--- src/design/gqa_pkg.sv ---
// Types, widths and codes of the grid quadrature accumulator.
// No dependencies; every other design file but the defines header imports it.
package gqa_pkg;

  localparam int SMP_W      = 32;
  localparam int ACC_W      = 64;
  localparam int STEP_W     = 31;
  localparam int H_W        = 33;
  localparam int SUM_W      = 34;
  localparam int MOP_W      = 36;
  localparam int WIDE_W     = 136;
  localparam int DEN_W      = 68;
  localparam int DCNT_W     = 8;
  localparam int MCNT_W     = 6;
  localparam int CFG_IDX_W  = 2;
  localparam int CFG_DATA_W = 31;
  localparam int STAT_W     = 2;

  localparam logic signed [ACC_W-1:0] ACC_MAX = {1'b0, {(ACC_W-1){1'b1}}};
  localparam logic signed [ACC_W-1:0] ACC_MIN = {1'b1, {(ACC_W-1){1'b0}}};

  localparam logic [CFG_IDX_W-1:0] CFG_METHOD  = 2'd0;
  localparam logic [CFG_IDX_W-1:0] CFG_UNIFORM = 2'd1;
  localparam logic [CFG_IDX_W-1:0] CFG_STEP    = 2'd2;

  localparam logic [STEP_W-1:0] STEP_RESET = 31'd65536;

  typedef enum logic [1:0] {
    METHOD_LEFT,
    METHOD_RIGHT,
    METHOD_TRAP,
    METHOD_SIMPSON
  } method_t;

  typedef enum logic [STAT_W-1:0] {
    STATUS_OK,
    STATUS_TOO_FEW,
    STATUS_ODD,
    STATUS_SAT
  } status_t;

  typedef enum logic [2:0] {
    MOP_T0,
    MOP_A,
    MOP_SS,
    MOP_B,
    MOP_T2,
    MOP_C,
    MOP_NUM,
    MOP_DEN
  } mul_op_t;

  typedef enum logic [3:0] {
    S_IDLE,
    S_DIFF,
    S_PROD_PREV,
    S_PROD_CUR,
    S_TERM,
    S_ACC,
    S_MUL_START,
    S_MUL_WAIT,
    S_DEN_CHK,
    S_DIV_WAIT,
    S_QUOT,
    S_ADVANCE,
    S_EMIT
  } state_t;

  typedef struct packed {
    logic    capture;
    logic    diff;
    logic    prod_prev;
    logic    prod_cur;
    logic    term;
    logic    acc_add;
    logic    mul_start;
    mul_op_t mul_op;
    logic    div_start;
    logic    quot_add;
    logic    advance;
    logic    emit;
  } dp_cmd_t;

  typedef struct packed {
    method_t method;
    logic    count_zero;
    logic    count_even;
    logic    mul_done;
    logic    div_done;
    logic    den_zero;
    logic    close;
  } dp_status_t;

endpackage

--- src/design/gqa_ctrl.sv ---
// Controller: sequences each sample request through the datapath and owns
// the request handshakes. Depends on gqa_pkg.
module gqa_ctrl (
  input  logic                clk,
  input  logic                rst_n,
  input  logic                in_valid,
  output logic                in_ready,
  output logic                out_valid,
  input  logic                out_ready,
  output gqa_pkg::dp_cmd_t    cmd,
  input  gqa_pkg::dp_status_t status
);
  import gqa_pkg::*;

  state_t  state_r, state_nxt;
  mul_op_t op_r, op_nxt;
  logic    out_valid_r, out_valid_nxt;
  logic    emit_go;

  assign emit_go = !out_valid_r || out_ready;

  always_comb begin
    state_nxt = state_r;
    op_nxt    = op_r;
    unique case (state_r)
      S_IDLE:      if (in_valid) state_nxt = S_DIFF;
      S_DIFF: begin
        if (status.count_zero) begin
          state_nxt = S_ADVANCE;
        end else if (status.method != METHOD_SIMPSON) begin
          state_nxt = S_PROD_PREV;
        end else if (status.count_even) begin
          state_nxt = S_MUL_START;
          op_nxt    = MOP_T0;
        end else begin
          state_nxt = S_ADVANCE;
        end
      end
      S_PROD_PREV: state_nxt = S_PROD_CUR;
      S_PROD_CUR:  state_nxt = S_TERM;
      S_TERM:      state_nxt = S_ACC;
      S_ACC:       state_nxt = S_ADVANCE;
      S_MUL_START: state_nxt = S_MUL_WAIT;
      S_MUL_WAIT: begin
        if (status.mul_done) begin
          if (op_r == MOP_DEN) begin
            state_nxt = S_DEN_CHK;
          end else begin
            state_nxt = S_MUL_START;
            op_nxt    = mul_op_t'(op_r + 1'b1);
          end
        end
      end
      S_DEN_CHK:   state_nxt = status.den_zero ? S_ADVANCE : S_DIV_WAIT;
      S_DIV_WAIT:  if (status.div_done) state_nxt = S_QUOT;
      S_QUOT:      state_nxt = S_ADVANCE;
      S_ADVANCE:   state_nxt = status.close ? S_EMIT : S_IDLE;
      S_EMIT:      if (emit_go) state_nxt = S_IDLE;
      default:     state_nxt = S_IDLE;
    endcase
  end

  always_comb begin
    cmd           = '0;
    cmd.mul_op    = op_r;
    out_valid_nxt = out_valid_r && !out_ready;
    unique case (state_r)
      S_IDLE:      cmd.capture = in_valid;
      S_DIFF:      cmd.diff = 1'b1;
      S_PROD_PREV: cmd.prod_prev = 1'b1;
      S_PROD_CUR:  cmd.prod_cur = 1'b1;
      S_TERM:      cmd.term = 1'b1;
      S_ACC:       cmd.acc_add = 1'b1;
      S_MUL_START: cmd.mul_start = 1'b1;
      S_DEN_CHK:   cmd.div_start = !status.den_zero;
      S_QUOT:      cmd.quot_add = 1'b1;
      S_ADVANCE:   cmd.advance = 1'b1;
      S_EMIT: begin
        cmd.emit = emit_go;
        if (emit_go) out_valid_nxt = 1'b1;
      end
      default: ;
    endcase
  end

  always_ff @(posedge clk) begin
    if (!rst_n) begin
      state_r     <= S_IDLE;
      op_r        <= MOP_T0;
      out_valid_r <= 1'b0;
    end else begin
      state_r     <= state_nxt;
      op_r        <= op_nxt;
      out_valid_r <= out_valid_nxt;
    end
  end

  assign in_ready  = state_r == S_IDLE;
  assign out_valid = out_valid_r;
endmodule

--- config.mk ---
export PLATFORM = sky130hd
export DESIGN_NAME = gqa_ctrl
export DESIGN_NICKNAME = d
export VERILOG_FILES = /design/src/design/gqa_pkg.sv /design/src/design/gqa_ctrl.sv
export SDC_FILE = /design/constraint.sdc
export NUM_CORES = 1
export LEC_CHECK = 0
export ABC_AREA = 1
export BUFFER_PORTS_ARGS = -buffer_cell sky130_fd_sc_hd__buf_2
export CORE_MARGIN = 2
export CORE_UTILIZATION = 53
export CTS_BUF_LIST = sky130_fd_sc_hd__clkbuf_4
export CTS_CLUSTER_DIAMETER = 100
export DETAILED_ROUTE_END_ITERATION = 10
export PLACE_DENSITY = 0.89
export SYNTH_ARGS = -nofsm -noshare
export SYNTH_HDL_FRONTEND = slang
export SYNTH_SLANG_ARGS = --single-unit
export TNS_END_PERCENT = 1
--- constraint.sdc ---
create_clock -name clk -period 2.5 [get_ports clk]
set_clock_uncertainty 0.1 [all_clocks]
set_input_delay 0.5 -clock clk [delete_from_list [all_inputs] [get_ports clk]]
set_output_delay 0.5 -clock clk [all_outputs]
set_load 0.05 [all_outputs]
# After elaboration in Yosys (flattened, before gate mapping)
# Cells that the tools add are included.
[totals] register_bits=8 input_bits=12 word_cells=66
[op_classes] add_sub_neg=1 eq_ne=22 mux=30 reduce_logical=10
[ops] op="case mux 4 bit (12 select lines)" count=1
[ops] op="2-to-1 mux 4 bit" count=9
[ops] op="== test 4 bit, second input constant" count=5
[ops] op="inequality test 2 bit, second input constant" count=9
[ops] op="== test 4 x 3 -> 1 bit, second input constant" count=4
[ops] op="2-to-1 mux 3 bit" count=5
[ops] op="2-to-1 mux 1 bit" count=13
[ops] op="== test 4 x 2 -> 1 bit, second input constant" count=2
[ops] op="case mux 3 bit (2 select lines)" count=1
[ops] op="AND reduction 6 bit" count=1
[ops] op="== test 4 x 1 -> 1 bit, second input constant" count=1
[ops] op="logical NOT 4 bit" count=1
[ops] op="AND reduction 4 bit" count=1
[ops] op="adder 3 x 1 -> 3 bit, second input constant" count=1
[ops] op="== test 3 bit, second input constant" count=1
[ops] op="logical NOT 1 bit" count=3
[ops] op="2-to-1 mux 2 bit" count=1
[ops] op="nonzero test 2 bit" count=1
[ops] op="OR reduction 2 bit" count=1
[ops] op="logical AND 1 bit" count=1
[ops] op="logical OR 1 bit" count=1

# Depth between registers and ports, before layout
[depth] depth_word=4 mapped_depth=10 depth_no_buf=9

# Worst setup path before layout
# OpenSTA, ideal clock, no wires.
[synth_path] kind="register -> output" from="reg state_r[0]" to="out cmd[13] in the netlist's numbering" arrival_time_ns=1.757 required_time_ns=1.900 slack_ns=0.143 path_stages_with_launch=5 path_buffers=1 path_cell_list="dfxtp_1 -> buf_4 -> nor2_2 -> inv_1 -> nor3_1"
[synth_lines] element="from (decl)" line="gqa_ctrl.sv:15" rtl="state_t state_r, state_nxt;"
[synth_lines] element="from (signal assigned)" line="gqa_ctrl.sv:92" rtl="state_r <= state_nxt;"
[synth_lines] element="to (decl)" line="gqa_ctrl.sv:10" rtl="output gqa_pkg::dp_cmd_t cmd,"

==> results_dict.tcl <==
set metrics [dict create \
    yosys.cell_count.top_type "nand2_1" \
    place.gp.congestion 0.869 \
    drt_wl_total_um 1740 \
    drive_gt1_frac 0.316 \
    p_int_uw 364 \
    grt_overflow 0 \
    required_ps 1900 \
    ys_async_sr_fraction 0 \
    r2r-start "state_r[0]" \
    ctsLongestPathBuffers 2 \
    synth_nets 138 \
    finalHoldViolations 0 \
    clkPwrFrac 0.111 \
    rows 13 \
    cp.arrival_ps 1470 \
    placed_area_um2 870 \
    hold_start "rst_n" \
    synth_edf_count 0 \
    yosys.area.top_type "dfxtp_1" \
    min_period_over_period 0.829 \
    ios 28 \
    die-area_mm2 0.00169 \
    worst_pin_slew_ps 363 \
    crit_start "state_r[0]" \
    mappedNetlistArea_um2 731 \
    wl_per_cell_um 10.4 \
    r2r_slack_ps 950 \
    crit_path_max_fanout 8 \
    min_path_type "input port to register" \
    maxCapViolCount 0 \
    post-route-min-period_ps 2070 \
    dr.first_iter.drc_count 17 \
    cts_tree "built" \
    drcViolationCount 0 \
    die_y_um 41.1 \
    htreeDepth 1 \
    hold_buffers 0 \
    port_buffers 27 \
    yosysSeqAreaShare 0.219 \
    final_cell_area_um2 892 \
    finalMaxSlewViolations 0 \
    post-dp-hpwl_um 1410 \
    grt_first_pass_wirelength_um 2620 \
    end_kind "output pin" \
    start_kind "register" \
    vias 818 \
    p_per_area_mw_per_mm2 1010 \
    ys_ff_latch 8 \
    clock-sinks 8 \
    grt_max_degree 9 \
    yosys_warnings 0 \
    rsz0062_at_grt "no" \
    core_area_mm2 0.00130 \
    final-setup-viol-count 0 \
    clkLatencyLatePin_ps 260 \
    power_switching_uw 535 \
    clk_pin_slew_worst_paths_ps 50 \
    drtAntennaViolNets 0 \
    switching_share 0.595 \
    initial_core_util 0.562 \
    drtPass1Iterations 4 \
    grt_pass1_vias 673 \
    die_w_um 41.1 \
    path_class "register to output pin" \
    fin_nets 168 \
    yosysUniqueCellTypes 22 \
    ys_top_cells_by_area "dfxtp_1 (22%), nand2_1 (14%), nor2_1 (13%), inv_1 (9.8%), nand2_2 (6.8%)" \
    postCtsSetupRepairBufs 0 \
    root_buffer "clkbuf_4" \
    cts-resized-gates 0 \
    synth_top_cells_by_count "nand2_1 (27), nor2_1 (25), inv_1 (19)" \
    cts_buffers 3 \
    outcome "finished clean" \
    fill_cells 128 \
    slew_headroom 0.757 \
    p_leak_uw 0.000553 \
    synth_cells 124 \
    syn_to_final_growth_pct 22.1 \
    p_seq_frac 0.238 \
    insertedDiodeCount 0 \
    power_frac_comb 0.650 \
    finalNonFillerCells 167 \
    grt_util_all_layers 0.239 \
    synth.avg_cell_area_um2 5.89 \
    vdd_ir_drop_max_mv 0.441 \
    viasPerCell 4.90 \
    tns_ps 0 \
    dp.cells 164 \
    antenna_found_initial 0 \
    synth_top_flop_cell "dfxtp_1" \
    max_freq_ghz 0.483 \
    yosysTopAreaCellShare 0.219 \
]
## per-layer routing
metal	part of all wire	vias to the layer above	wire [µm]	track usage
met2	0.51	32	878	0.418
met3	0.052	4	91	0.0380
li1	-	432	-	-
met4	0.014	0	25	0.153
met5	0	-	0	0
met1	0.43	350	739	0.264
## area by class of cell
class	instances	area, µm²	share of cell area
multi-input combinational	92	470	0.527
inverter	22	85.1	0.0954
tap	15	18.8	0.0210
timing repair buffer	27	135	0.151
sequential	8	160	0.180
clock buffer	3	22.5	0.0252
## sequential cells by signal, summed over array words and instances, names as in the netlist
name and cells:
state_r 4, op_r 3, out_valid 1
## power groups by stage
stage / logic (µW) / registers [µW] / clock network [µW]
5_1_grt: 640 / 218 / 107
2_1_floorplan: 509 / 186 / 0
4_1_cts: 583 / 213 / 103
3_3_place_gp: 567 / 212 / 0
3_5_place_dp: 580 / 216 / 0
6_report: 585 / 214 / 100
## stage by stage
step	utilization	hold slack [ps]	worst slack [ps]	total power (µW)
after global placement	0.668	388	773	780
after floorplan	-	503	143	695
final	0.686	399	428	899
after detailed placement	0.668	395	722	796
after CTS	0.686	392	435	899
after global routing	0.686	403	318	965
## final timing paths
path	endpoint	cells past startpoint
max	cmd[3]	4
min	op_r[1]	3
max reg2reg	op_r[2]	7
min reg2reg	op_r[1]	2
## layout by cell type (no fill, tap or decap), drive strengths merged
master / count
a21oi: 5
a21boi: 1
nand2: 36
o21ai: 2
inv: 22
buf: 27
nor3: 3
clkbuf: 3
or2: 1
nand4: 1
o211ai: 1
nand3: 10
nor2: 30
ha: 2
dfxtp: 8
## cell families after synthesis
kind of cell	share of synthesized area
DFF	0.219
adders and majority gates	0.0342
AOI/OAI and AO/OA	0.0839
buffers and inverters	0.137
and+or+nand+nor	0.526
## worst max-delay path: stages (launching register included)
cell	delay (ps)
dfxtp_1	410
nor2_2	270
inv_1	110
nor3_1	140
buf_2	290
(Power assumes the default switching activity.)
